`src/hw/rtl/evdw_pkg.sv`:
```
// Shared types and constants for the event duration window statistics unit.
package evdw_pkg;

    // Operation codes carried in the input tuser
    localparam logic [1:0] OP_RECORD = 2'd0;
    localparam logic [1:0] OP_QUERY  = 2'd1;
    localparam logic [1:0] OP_CLEAR  = 2'd2;

    // Configuration register indexes
    localparam logic [2:0] REG_MIN_DURATION  = 3'd0;
    localparam logic [2:0] REG_MAX_DURATION  = 3'd1;
    localparam logic [2:0] REG_SHORT_WINDOW  = 3'd2;
    localparam logic [2:0] REG_MEDIUM_WINDOW = 3'd3;
    localparam logic [2:0] REG_LONG_WINDOW   = 3'd4;

    // Register reset values
    localparam logic [31:0] RST_MIN_DURATION  = 32'd5000;
    localparam logic [31:0] RST_MAX_DURATION  = 32'd60000;
    localparam logic [31:0] RST_SHORT_WINDOW  = 32'd86400000;
    localparam logic [31:0] RST_MEDIUM_WINDOW = 32'd604800000;
    localparam logic [31:0] RST_LONG_WINDOW   = 32'd2592000000;

    localparam int NUM_WIN = 3;

    // One ring entry: time stamp and low half of the duration
    typedef struct packed {
        logic [31:0] stamp;
        logic [15:0] length;
    } t_ring_entry;

    // Request to the shared divider
    typedef struct packed {
        logic        start;
        logic [31:0] dividend;
        logic [31:0] divisor;
    } t_div_req;

    // Sequencer states
    typedef enum logic [5:0] {
        S_IDLE = 6'b000001,
        S_UPD  = 6'b000010,
        S_SCAN = 6'b000100,
        S_DIV  = 6'b001000,
        S_WAIT = 6'b010000,
        S_OUT  = 6'b100000
    } t_state;

endpackage

```
`src/hw/rtl/evdw_ring.sv`:
```
// History ring memory: one write port, one read port with registered data.
module evdw_ring
    import evdw_pkg::*;
#(
    parameter int DEPTH = 64,
    parameter int AW    = 6
) (
    input  logic          i_clk,
    input  logic          i_we,
    input  logic [AW-1:0] i_waddr,
    input  t_ring_entry   i_wdata,
    input  logic [AW-1:0] i_raddr,
    output t_ring_entry   o_rdata
);

    t_ring_entry r_mem [DEPTH];

    // Synchronous write and read
    always_ff @(posedge i_clk) begin
        if (i_we) begin
            r_mem[i_waddr] <= i_wdata;
        end
        o_rdata <= r_mem[i_raddr];
    end

endmodule

```
`src/hw/rtl/evdw_div.sv`:
```
// Restoring divider, one quotient bit per cycle, 32-bit operands.
module evdw_div
    import evdw_pkg::*;
(
    input  logic        i_clk,
    input  logic        i_rst_n,
    input  t_div_req    i_req,
    output logic        o_done,
    output logic [15:0] o_quot
);

    logic [31:0] r_rem;
    logic [31:0] r_quo;
    logic [31:0] r_div;
    logic [5:0]  r_cnt;
    logic        r_busy;
    logic        r_done;
    logic [32:0] rem_sh;
    logic [32:0] trial;

    // Shift in next dividend bit and try a subtract
    assign rem_sh = {r_rem, r_quo[31]};
    assign trial  = rem_sh - {1'b0, r_div};

    // Control
    always_ff @(posedge i_clk) begin
        if (!i_rst_n) begin
            r_busy <= 1'b0;
            r_done <= 1'b0;
            r_cnt  <= 6'd0;
        end else begin
            r_done <= 1'b0;
            if (i_req.start) begin
                r_busy <= 1'b1;
                r_cnt  <= 6'd32;
            end else if (r_busy) begin
                r_cnt <= r_cnt - 6'd1;
                if (r_cnt == 6'd1) begin
                    r_busy <= 1'b0;
                    r_done <= 1'b1;
                end
            end
        end
    end

    // Datapath
    always_ff @(posedge i_clk) begin
        if (i_req.start) begin
            r_rem <= 32'd0;
            r_quo <= i_req.dividend;
            r_div <= i_req.divisor;
        end else if (r_busy) begin
            if (!trial[32]) begin
                r_rem <= trial[31:0];
                r_quo <= {r_quo[30:0], 1'b1};
            end else begin
                r_rem <= rem_sh[31:0];
                r_quo <= {r_quo[30:0], 1'b0};
            end
        end
    end

    assign o_done = r_done;
    assign o_quot = r_quo[15:0];

endmodule

```
`src/hw/rtl/event_duration_window_statistics_unit.sv`:
```
// Top level: statistics registers, ring scan sequencer and output register.
//
// Each transfer is handled alone: the statistics are updated and the ring is
// written (S_UPD), then one read per filled ring entry is issued to the single
// read port and the registered read data is accumulated (S_SCAN), then four
// division jobs run on the shared bit-serial divider (S_DIV, S_WAIT), a job
// being skipped when its count is zero or no record was accepted, then the
// output register is loaded (S_OUT). The load waits while the previous result
// is still held, and the input is ready again in the cycle after the load.
// The ring needs no clearing after reset; only entries already written are
// scanned. A new transfer is taken while the previous result still waits in
// the output register.
module event_duration_window_statistics_unit
    import evdw_pkg::*;
#(
    parameter int HISTORY_DEPTH = 64
) (
    input  logic         i_clk,
    input  logic         i_rst_n,
    // Configuration write port
    input  logic         i_cfg_wr_en,
    input  logic [2:0]   i_cfg_index,
    input  logic [31:0]  i_cfg_data,
    // Input stream
    input  logic         i_s_axis_tvalid,
    output logic         o_s_axis_tready,
    input  logic [63:0]  i_s_axis_tdata,  // duration[31:0], now_time[63:32]
    input  logic [1:0]   i_s_axis_tuser,  // operation[1:0]
    // Output stream
    output logic         o_m_axis_tvalid,
    input  logic         i_m_axis_tready,
    // event_count[31:0], time_sum[63:32], mean_time[79:64], least_time[95:80],
    // most_time[111:96], short_count[118:112], short_mean[134:119],
    // medium_count[141:135], medium_mean[157:142], long_count[164:158],
    // long_mean[180:165], zero[183:181]
    output logic [183:0] o_m_axis_tdata,
    output logic         o_m_axis_tuser   // accepted
);

    localparam int AW = (HISTORY_DEPTH > 1) ? $clog2(HISTORY_DEPTH) : 1;
    localparam int CW = $clog2(HISTORY_DEPTH + 1);
    localparam int SW = 16 + CW;

    // Configuration
    logic [31:0] r_min_dur, r_max_dur;
    logic [31:0] r_win [NUM_WIN];

    // Statistics
    logic [31:0]   r_tot_ev, r_tot_time;
    logic [15:0]   r_mean, r_min, r_max;
    logic [AW-1:0] r_wslot;
    logic [CW-1:0] r_filled;

    // Operation in progress
    t_state      r_state;
    logic [1:0]  r_op;
    logic [31:0] r_dur, r_now;
    logic        r_acc;
    logic        r_do_mean;

    // Scan
    logic [CW-1:0] r_issue;
    logic          r_pv;
    logic [CW-1:0] r_cnt [NUM_WIN];
    logic [SW-1:0] r_sum [NUM_WIN];
    logic [1:0]    r_job;
    logic [15:0]   r_wmean [NUM_WIN];

    // Output register
    logic         r_out_valid;
    logic [183:0] r_out_data;
    logic         r_out_acc;

    // Ring and divider connections
    logic        ring_we;
    t_ring_entry ring_wdata, ring_rdata;
    t_div_req    div_req;
    logic        div_done;
    logic [15:0] div_quot;

    logic        in_xfer, out_xfer, out_load, in_range, job_need;
    logic [31:0] upd_cnt, upd_time, diff;

    assign in_xfer  = i_s_axis_tvalid && o_s_axis_tready;
    assign out_xfer = r_out_valid && i_m_axis_tready;
    assign out_load = (r_state == S_OUT) && (!r_out_valid || i_m_axis_tready);
    assign in_range = (r_dur >= r_min_dur) && (r_dur <= r_max_dur);
    assign upd_cnt  = r_tot_ev + 32'd1;
    assign upd_time = r_tot_time + r_dur;
    assign diff     = r_now - ring_rdata.stamp;

    assign ring_we          = (r_state == S_UPD) && (r_op == OP_RECORD) && in_range;
    assign ring_wdata.stamp  = r_now;
    assign ring_wdata.length = r_dur[15:0];

    evdw_ring #(.DEPTH(HISTORY_DEPTH), .AW(AW)) u_ring (
        .i_clk   (i_clk),
        .i_we    (ring_we),
        .i_waddr (r_wslot),
        .i_wdata (ring_wdata),
        .i_raddr (r_issue[AW-1:0]),
        .o_rdata (ring_rdata)
    );

    // Division job select: overall mean, then the three window means
    always_comb begin
        job_need         = 1'b0;
        div_req.dividend = r_tot_time;
        div_req.divisor  = r_tot_ev;
        unique case (r_job)
            2'd0: job_need = r_do_mean;
            2'd1: begin
                job_need         = (r_cnt[0] != '0);
                div_req.dividend = 32'(r_sum[0]);
                div_req.divisor  = 32'(r_cnt[0]);
            end
            2'd2: begin
                job_need         = (r_cnt[1] != '0);
                div_req.dividend = 32'(r_sum[1]);
                div_req.divisor  = 32'(r_cnt[1]);
            end
            default: begin
                job_need         = (r_cnt[2] != '0);
                div_req.dividend = 32'(r_sum[2]);
                div_req.divisor  = 32'(r_cnt[2]);
            end
        endcase
        div_req.start = (r_state == S_DIV) && job_need;
    end

    evdw_div u_div (
        .i_clk   (i_clk),
        .i_rst_n (i_rst_n),
        .i_req   (div_req),
        .o_done  (div_done),
        .o_quot  (div_quot)
    );

    // Configuration registers
    always_ff @(posedge i_clk) begin
        if (!i_rst_n) begin
            r_min_dur <= RST_MIN_DURATION;
            r_max_dur <= RST_MAX_DURATION;
            r_win[0]  <= RST_SHORT_WINDOW;
            r_win[1]  <= RST_MEDIUM_WINDOW;
            r_win[2]  <= RST_LONG_WINDOW;
        end else if (i_cfg_wr_en) begin
            unique case (i_cfg_index)
                REG_MIN_DURATION:  r_min_dur <= i_cfg_data;
                REG_MAX_DURATION:  r_max_dur <= i_cfg_data;
                REG_SHORT_WINDOW:  r_win[0]  <= i_cfg_data;
                REG_MEDIUM_WINDOW: r_win[1]  <= i_cfg_data;
                REG_LONG_WINDOW:   r_win[2]  <= i_cfg_data;
                default: ;
            endcase
        end
    end

    // Sequencer and statistics
    always_ff @(posedge i_clk) begin
        if (!i_rst_n) begin
            r_state    <= S_IDLE;
            r_tot_ev   <= '0;
            r_tot_time <= '0;
            r_mean     <= '0;
            r_min      <= '0;
            r_max      <= '0;
            r_wslot    <= '0;
            r_filled   <= '0;
            r_pv       <= 1'b0;
            r_issue    <= '0;
            r_job      <= '0;
            r_acc      <= 1'b0;
            r_do_mean  <= 1'b0;
        end else begin
            unique case (r_state)
                S_IDLE: begin
                    if (in_xfer) begin
                        r_op    <= i_s_axis_tuser;
                        r_dur   <= i_s_axis_tdata[31:0];
                        r_now   <= i_s_axis_tdata[63:32];
                        r_state <= S_UPD;
                    end
                end
                S_UPD: begin
                    r_acc     <= 1'b0;
                    r_do_mean <= 1'b0;
                    if (r_op == OP_RECORD && in_range) begin
                        r_acc      <= 1'b1;
                        r_do_mean  <= (upd_cnt != 32'd0);
                        r_tot_ev   <= upd_cnt;
                        r_tot_time <= upd_time;
                        if (upd_cnt == 32'd1) begin
                            r_min <= r_dur[15:0];
                            r_max <= r_dur[15:0];
                        end else begin
                            if (r_dur < {16'd0, r_min}) r_min <= r_dur[15:0];
                            if (r_dur > {16'd0, r_max}) r_max <= r_dur[15:0];
                        end
                        r_wslot <= (r_wslot == AW'(HISTORY_DEPTH - 1)) ? '0
                                                                       : r_wslot + AW'(1);
                        if (r_filled < CW'(HISTORY_DEPTH)) r_filled <= r_filled + CW'(1);
                    end else if (r_op == OP_CLEAR) begin
                        r_tot_ev   <= '0;
                        r_tot_time <= '0;
                        r_mean     <= '0;
                        r_min      <= '0;
                        r_max      <= '0;
                        r_wslot    <= '0;
                        r_filled   <= '0;
                    end
                    for (int w = 0; w < NUM_WIN; w++) begin
                        r_cnt[w] <= '0;
                        r_sum[w] <= '0;
                    end
                    r_issue <= '0;
                    r_pv    <= 1'b0;
                    r_state <= S_SCAN;
                end
                S_SCAN: begin
                    // Issue one read a cycle, accumulate its data in the next cycle
                    if (r_issue < r_filled) begin
                        r_issue <= r_issue + CW'(1);
                        r_pv    <= 1'b1;
                    end else begin
                        r_pv <= 1'b0;
                    end
                    if (r_pv && (r_now >= ring_rdata.stamp)) begin
                        for (int w = 0; w < NUM_WIN; w++) begin
                            if (diff <= r_win[w]) begin
                                r_cnt[w] <= r_cnt[w] + CW'(1);
                                r_sum[w] <= r_sum[w] + SW'(ring_rdata.length);
                            end
                        end
                    end
                    if (r_issue == r_filled && !r_pv) begin
                        r_job   <= 2'd0;
                        r_state <= S_DIV;
                    end
                end
                S_DIV: begin
                    if (job_need) begin
                        r_state <= S_WAIT;
                    end else begin
                        if (r_job != 2'd0) r_wmean[r_job - 2'd1] <= 16'd0;
                        if (r_job == 2'd3) r_state <= S_OUT;
                        r_job <= r_job + 2'd1;
                    end
                end
                S_WAIT: begin
                    if (div_done) begin
                        if (r_job == 2'd0) r_mean <= div_quot;
                        else               r_wmean[r_job - 2'd1] <= div_quot;
                        r_state <= (r_job == 2'd3) ? S_OUT : S_DIV;
                        r_job   <= r_job + 2'd1;
                    end
                end
                S_OUT: begin
                    if (out_load) r_state <= S_IDLE;
                end
                default: r_state <= S_IDLE;
            endcase
        end
    end

    // Output register
    always_ff @(posedge i_clk) begin
        if (!i_rst_n) begin
            r_out_valid <= 1'b0;
        end else if (out_load) begin
            r_out_valid <= 1'b1;
        end else if (out_xfer) begin
            r_out_valid <= 1'b0;
        end
    end

    always_ff @(posedge i_clk) begin
        logic [CW+6:0] c0, c1, c2;
        c0 = {7'd0, r_cnt[0]};
        c1 = {7'd0, r_cnt[1]};
        c2 = {7'd0, r_cnt[2]};
        if (out_load) begin
            r_out_acc  <= r_acc;
            r_out_data <= {3'd0, r_wmean[2], c2[6:0], r_wmean[1], c1[6:0],
                           r_wmean[0], c0[6:0], r_max, r_min, r_mean,
                           r_tot_time, r_tot_ev};
        end
    end

    assign o_s_axis_tready = (r_state == S_IDLE);
    assign o_m_axis_tvalid = r_out_valid;
    assign o_m_axis_tdata  = r_out_data;
    assign o_m_axis_tuser  = r_out_acc;

endmodule

```
`config.mk`:
```
export PLATFORM = sky130hd
export DESIGN_NAME = event_duration_window_statistics_unit
export DESIGN_NICKNAME = d
export VERILOG_FILES = /design/src/hw/rtl/evdw_pkg.sv /design/src/hw/rtl/evdw_ring.sv /design/src/hw/rtl/evdw_div.sv /design/src/hw/rtl/event_duration_window_statistics_unit.sv
export SDC_FILE = /design/constraint.sdc
export NUM_CORES = 2
export LEC_CHECK = 0
export BUFFER_PORTS_ARGS = -buffer_cell sky130_fd_sc_hd__buf_2
export CAP_MARGIN = 20
export CORE_MARGIN = 4
export CORE_UTILIZATION = 31
export DETAILED_ROUTE_END_ITERATION = 8
export PLACE_DENSITY = 0.59
export SKIP_CTS_REPAIR_TIMING = 1
export SLEW_MARGIN = 40
export SYNTH_ARGS = -nofsm -noshare
export SYNTH_HDL_FRONTEND = slang
export SYNTH_SLANG_ARGS = --single-unit
```
`constraint.sdc`:
```
create_clock -name i_clk -period 10.2 [get_ports i_clk]
set_input_delay 0.51 -clock i_clk [delete_from_list [all_inputs] [get_ports i_clk]]
set_output_delay 0.51 -clock i_clk [all_outputs]
set_load 0.02 [all_outputs]
```
## Word-level counts from Yosys, hierarchy flattened

Memory sizes are Yosys's and may differ from the RTL's. A register that Yosys moved wholly into a read port is not among the register bits.
Index checks and enable logic that the tools add are counted.

- Equal/unequal tests: 31
- Add/sub/neg operators: 16
- Muxes and demuxes: 105
- Bitwise operators: 12
- Reductions and logical operators: 40
- $lt $le $gt $ge: 10

Operator list:

| operator | number |
|---|---|
| $mux W32 | 9 |
| $pmux W64 S3 | 1 |
| $mux W16 | 11 |
| $le A32 B32 Y1 | 4 |
| $mux W6 | 12 |
| $add A23 B16 Y23 | 3 |
| $mux W23 | 3 |
| $ge A32 B32 Y1 | 2 |
| $mux W1 | 53 |
| $mux W7 | 7 |
| $pmux W6 S6 | 1 |
| $add A7 B1 Y7 const B | 5 |
| $sub A33 B32 Y33 | 1 |
| $add A32 B1 Y32 const B | 1 |
| $add A32 B32 Y32 | 1 |
| $eq A32 B1 Y1 const B | 1 |
| $gt A32 B16 Y1 | 1 |
| $lt A32 B16 Y1 | 1 |
| $pmux W16 S2 | 1 |
| $reduce_bool A32 Y1 | 1 |
| $sub A32 B32 Y32 | 1 |
| $reduce_bool A7 Y1 | 3 |
| $pmux W7 S2 | 1 |
| $eq A6 B1 Y1 const B | 2 |
| other kinds (40) | 88 |

- Memory bits (writable): 3,306
- Memories: 5
- Bits of input ports: 106
- Bits in registers: 560

Memory list:

| memory | words | width | rd ports | clocked after memory_dff | wr ports | RTL line | text |
|---|---|---|---|---|---|---|---|
| u_ring.r_mem | 64 | 48 | 1 | 1 | 1 | evdw_ring.sv:16 | `t_ring_entry r_mem [DEPTH];` |
| r_win | 3 | 32 | 3 | 0 | 3 | event_duration_window_statistics_unit.sv:46 | `logic [31:0] r_win [NUM_WIN];` |
| r_sum | 3 | 23 | 3 | 0 | 3 | event_duration_window_statistics_unit.sv:65 | `logic [SW-1:0] r_sum [NUM_WIN];` |
| r_wmean | 3 | 16 | 3 | 3 | 1 | event_duration_window_statistics_unit.sv:67 | `logic [15:0] r_wmean [NUM_WIN];` |
| r_cnt | 3 | 7 | 3 | 0 | 3 | event_duration_window_statistics_unit.sv:64 | `logic [CW-1:0] r_cnt [NUM_WIN];` |

## Logic depth before layout (Yosys ltp)

- Depth in word-level cells: 8
- Mapped depth: 26

## Cells and area by module

From an unflattened synthesis, not the netlist that was laid out.

- Cells, all modules: 9,184
- Area, all modules: 160,425.1 µm²

Modules (own cells, without submodules):

| module | cells each | area an instance (µm²) | instances | seq. area each (µm²) |
|---|---|---|---|---|
| evdw_ring | 5,247 | 118,190.9 | 1 | 93,209.4 |
| event_duration_window_statistics_unit | 3,349 | 36,143.4 | 1 | 18,637.9 |
| evdw_div | 588 | 6,090.8 | 1 | 2,722.6 |

## Worst setup path before layout

No wires, ideal clock.

- Kind: flip-flop to flip-flop
- From: reg r_state[0]
- To: reg r_out_data[0] (netlist: o_m_axis_tdata[0]), enable pin
- Path buffers: 0
- Path slack: 692 ps
- Data arrival time: 8,761 ps
- Clock period less this slack: 9,508 ps
- Cell stages (with the launch flop): 4
- Cells stage by stage: dfxtp_1 -> nor4_1 -> nand3b_1 -> nor2b_1

- Word-level cells in the longest chain between the ends: 2

RTL lines:

| element | RTL line | text |
|---|---|---|
| start: declaration | event_duration_window_statistics_unit.sv:55 | `t_state r_state;` |
| start signal: assignment | event_duration_window_statistics_unit.sv:254 | `r_state <= (r_job == 2'd3) ? S_OUT : S_DIV;` |
| $eq A6 B6 Y1 | event_duration_window_statistics_unit.sv:86 | `assign out_load = (r_state == S_OUT) && (!r_out_valid \|\| i_m_axis_tready);` |
| $logic_and A1 B1 Y1 | event_duration_window_statistics_unit.sv:86 |  |
| via out_load | event_duration_window_statistics_unit.sv:81 | `logic in_xfer, out_xfer, out_load, in_range, job_need;` |
| end signal: assignment | event_duration_window_statistics_unit.sv:284 | `r_out_data <= {3'd0, r_wmean[2], c2[6:0], r_wmean[1], c1[6:0],` |
| end: declaration | event_duration_window_statistics_unit.sv:71 | `logic [183:0] r_out_data;` |

The timed path passes the listed nets, and every way through them passes these cells.
A chain may end at the register's enable or synchronous reset.

==> flow_results.org <==
** Setup path
- Startpoint type of the worst setup path :: register
- The worst setup path is captured at a register.
- The worst register-to-register path has a setup slack of between 2 and 2.5 ns.
- R2r endpoint :: r_sum[0][62]$_SDFFCE_PN0P_
- Arr. time, crit path :: 8.67 ns
- The critical path in this run is classified as register to register.
- At the worst endpoint, the required time is 10.98 ns.
- The worst register-to-register path begins at r_now[1]$_DFFE_PP_.
- Tracing the worst setup path back leads to its startpoint at r_now[1]$_DFFE_PP_.
- The number of cells on the worst reg-to-reg path is 23.
- Of all nets on the critical path, the largest fanout is 65.
- In this run the worst setup path terminates at r_sum[0][62]$_SDFFCE_PN0P_.

** Clock network
- Clk slew on worst S/H paths :: 0.06 ns
- Clock tree synthesis selected as its root buffer the cell sky130_fd_sc_hd__clkbuf_16.
- Num CTS Buffers :: between 300 and 400
- H-Tree Depth :: 5
- Clock latency on the worst-skew pair, taken at its later pin, is 1.04 ns.
- Clk buf depth :: 4
- For this design, the sink count on the clock tree is between 3000 and 4000.
- CTS tree :: built

** Detailed routing
- After the first detailed-routing iteration, the DRC count stood at 10745.
- In this run the remaining antenna-violating nets after routing total 0.
- DRC violation count after routing :: 1
- Drt wl/cell :: 29.2 um
- Initial DRT Pass Iterations :: 9
- For this block, the via count after detailed routing is about 88000.
- Detailed-route wire length :: 478 mm
- After detailed routing, the number of vias per cell comes to 5.35.

** Finish
- In the final layout, the share of cells above drive strength 1 is between 20 and 25%.
- Excluding fillers, the count of instances in the completed layout stands at around 16000.
- Area Overhead vs Synth :: 16.4%
- Fill cells in the final layout number 47000.
- In the final design database the tool counted about 9700 nets.
- Post-route design area :: between 0.15 and 0.2 sq mm
- Final Core Density :: 36.2%

** Pwr
- Cell leakage power :: around 0.059 uW
- Net switching is 21.6% of the power.
- Share of power burned in combinational logic :: 3.5%
- Internal power comes to ~26000 uW.
- Clock group share of total power :: around 43%
- Sw power :: about 7000 uW
- Sequential share of power :: 53.1%
- Across the VDD grid, the largest voltage drop is approximately 0.16 mV.
- PwrDens :: 180 mW/mm^2

** Placement
- Count of input and output buffers :: 289
- In this run the cell area measured after placement is approximately 0.17 sq mm.
- Placed cell count :: around 15000
- OpenSTA, run right after detailed placement, puts the worst setup slack at roughly 2.6 ns.
- Final weighted congestion of routability-driven global placement :: roughly 0.86
- HPWL after DPL :: a little under 300 mm

** Yosys
- The cell area that synthesis handed to floorplanning was ~0.16 sq mm.
- By count the netlist is led by 3618 x sky130_fd_sc_hd__edfxtp_1, 1008 x sky130_fd_sc_hd__mux4_2, 404 x sky130_fd_sc_hd__nand2_1.
- Summed over its instances, the top area cell type makes up between 60% and 70% of the synthesized netlist area.
- Netlist cell types :: 100
- The Yosys step of the flow raised 0 warnings.
- The synthesized design contains 3618 enable-type register cells.
- After synthesis, flip-flops and latches occupy around 72% of the total area.
- Fraction of registers with async set or reset after synthesis :: 0%
- For this run, the leading register cell type out of synthesis is sky130_fd_sc_hd__edfxtp_1.
- Sorting the synthesized cells by area gives the leading types as sky130_fd_sc_hd__edfxtp_1 68%, sky130_fd_sc_hd__mux4_2 14%, sky130_fd_sc_hd__dfxtp_1 3.7%.
- sky130_fd_sc_hd__edfxtp_1 takes more of the synthesized area than any other cell.
- Most frequent cell after synthesis :: sky130_fd_sc_hd__edfxtp_1
- Gate count after technology mapping :: 8561
- Counting flops and latches in the post-synthesis netlist gives 3914.
- Average cell area after synthesis :: about 19 sq um

** Timing
- Number of endpoints with negative hold slack in the final report :: 0
- Setup TNS :: 0 ns
- Portion of the clock cycle consumed by the worst path in the final layout :: a little under 80%
- Largest clock skew in the final design :: roughly 0.15 ns
- Number of setup violations in the final report :: 0
- Tightest slew margin relative to the limit :: between 30% and 40%
- Setup repair after global routing left no endpoint under its margin.
- At the pin with the least slew margin, the transition time is roughly 0.90 ns.
- For this run, the top clock speed supported by timing is ~130 MHz.
- Final WS setup :: between 2 and 2.5 ns
- After layout, the minimum clock period comes to a little under 8 ns.
- Final-report max-slew violation count :: 0

** Global route
- For this run, the total global-route usage over all layers was measured as between 10% and 20%.
- Largest net degree at the start of global routing :: 130
- Number of global-route vias before repair :: between 80000 and 90000
- Sum of overflow across all layers after global routing :: 0
- Global-route wire length before repair :: approximately 670 mm
- The number of antenna violations at the first check in global routing was 75.

** Hold path
- The tightest min-delay check is of the primary input to register type.

** Floorplanning
- Initial Utilization :: between 30% and 40%
- Horizontal die dimension :: between 700 and 800 um
- The die covers roughly 0.53 sq mm.
- Height of the die :: just over 700 um
- Floorplan core area :: a little over 0.5 sq mm
- Site row count :: around 260
- For this design the top-level I/O count stands at between 200 and 300.

** Run status
- The run finished, with violations left.
- The final reports fail on DRC.

** Flow run
- Max-cap violations in this run came to 0.
## state kept, by name (all words and copies together) (netlist names), 48 cells and up
name            cells
o_m_axis_tdata    181
u_ring.o_rdata     48
r_win              96
r_wmean            48
r_sum              69
u_ring.r_mem     3072
## worst min-delay path by stage
stage / start / endpoint / slack (ns) / cells past startpoint
6_report: i_s_axis_tdata[59] / r_now[27]$_DFFE_PP_ / 0.18 / 2
5_1_grt: i_s_axis_tdata[59] / r_now[27]$_DFFE_PP_ / 0.14 / 2
4_1_cts: i_s_axis_tdata[59] / r_now[27]$_DFFE_PP_ / -0.46 / 1
3_5_place_dp: r_wmean[1][2]$_DFFE_PP_ / o_m_axis_tdata[144]$_DFFE_PP_ / 0.40 / 0
3_3_place_gp: r_wmean[0][11]$_DFFE_PP_ / o_m_axis_tdata[130]$_DFFE_PP_ / 0.41 / 0
2_1_floorplan: r_wmean[0][0]$_DFFE_PP_ / o_m_axis_tdata[119]$_DFFE_PP_ / 0.40 / 0
## cells in the final DEF (no fill, tap or decap), drive strengths merged, types with 47 or more instances in the layout
master,n
ha,362
buf,580
xor2,52
dfxtp,296
clkinv,179
nor2b,47
dlygate4sd3,101
and2,100
mux4,1008
nor3,69
nand4,63
a21o,98
a21oi,343
o21ai,196
xnor2,87
nand2,406
mux2i,67
nor2,334
nand3,150
inv,357
clkbuf,483
edfxtp,3618
## through the flow
stage               total power (uW)  hold WS, ns
CTS                            33600       -0.458
global placement               19100        0.409
global route                   34400        0.137
floorplan                      18700        0.400
detailed placement             19200        0.405
finish                         33300        0.175
## power groups by stage
stage	registers (uW)	logic, uW	clock network (uW)
floorplan	18200	530	0
global placement	18000	1080	0
detailed placement	18100	1120	0
CTS	17700	1130	14700
global route	17700	1290	15400
finish	17700	1180	14400
## final cells by class
type	instances	area (sq um)	share of cell area (%)
sequential	3914	115000	61.7
multi-input combinational	3910	42700	23.0
clock buffer	483	10500	5.63
tap	6757	8450	4.55
timing repair buffer	681	5690	3.06
clock inverter	247	2390	1.29
inverter	339	1280	0.688
antenna	40	100	0.0539
## worst max-delay path: stages (launching register included)
cell	delay, ns
sky130_fd_sc_hd__edfxtp_1	0.36
sky130_fd_sc_hd__buf_4	0.49
sky130_fd_sc_hd__inv_1	0.16
sky130_fd_sc_hd__fa_1	0.52
sky130_fd_sc_hd__nor2b_1	0.15
sky130_fd_sc_hd__o21ai_0	0.11
sky130_fd_sc_hd__a21oi_1	0.27
sky130_fd_sc_hd__o211ai_1	0.21
sky130_fd_sc_hd__a41oi_1	0.40
sky130_fd_sc_hd__o2111ai_1	0.49
sky130_fd_sc_hd__a21oi_1	0.56
sky130_fd_sc_hd__a21o_1	0.19
sky130_fd_sc_hd__a21oi_1	0.07
sky130_fd_sc_hd__xnor2_1	0.37
sky130_fd_sc_hd__ha_1	0.22
sky130_fd_sc_hd__nand4_1	0.13
sky130_fd_sc_hd__nor4_1	0.48
sky130_fd_sc_hd__nand3_1	0.22
sky130_fd_sc_hd__or4_1	0.55
sky130_fd_sc_hd__o21ai_1	0.33
sky130_fd_sc_hd__inv_1	0.21
sky130_fd_sc_hd__a31o_4	0.45
sky130_fd_sc_hd__buf_4	0.39
sky130_fd_sc_hd__nor3b_1	0.25
## metal layers
metal | share of wire (%) | up-vias | track usage [%]
met5 | 0.026 | - | 0
met4 | 3.1 | 16 | 5.23
met3 | 8.1 | 787 | 2.83
met2 | 49 | 4259 | 29.4
met1 | 40 | 46569 | 23.6
li1 | - | 35963 | -
## cell families after synthesis
group / count (synthesis) / share of synthesized area, %
AOI/OAI and AO/OA: 913 / 3.58
DFF: 3914 / 71.8
buffers and inverters: 739 / 1.81
muxes: 1077 / 14.7
adders and majority gates: 368 / 2.92
other: 1 / 0.00235
xor gates and xnor gates: 139 / 0.768
and+or+nand+nor: 1410 / 4.42
No activity file was read; power rests on OpenSTA's default activity.
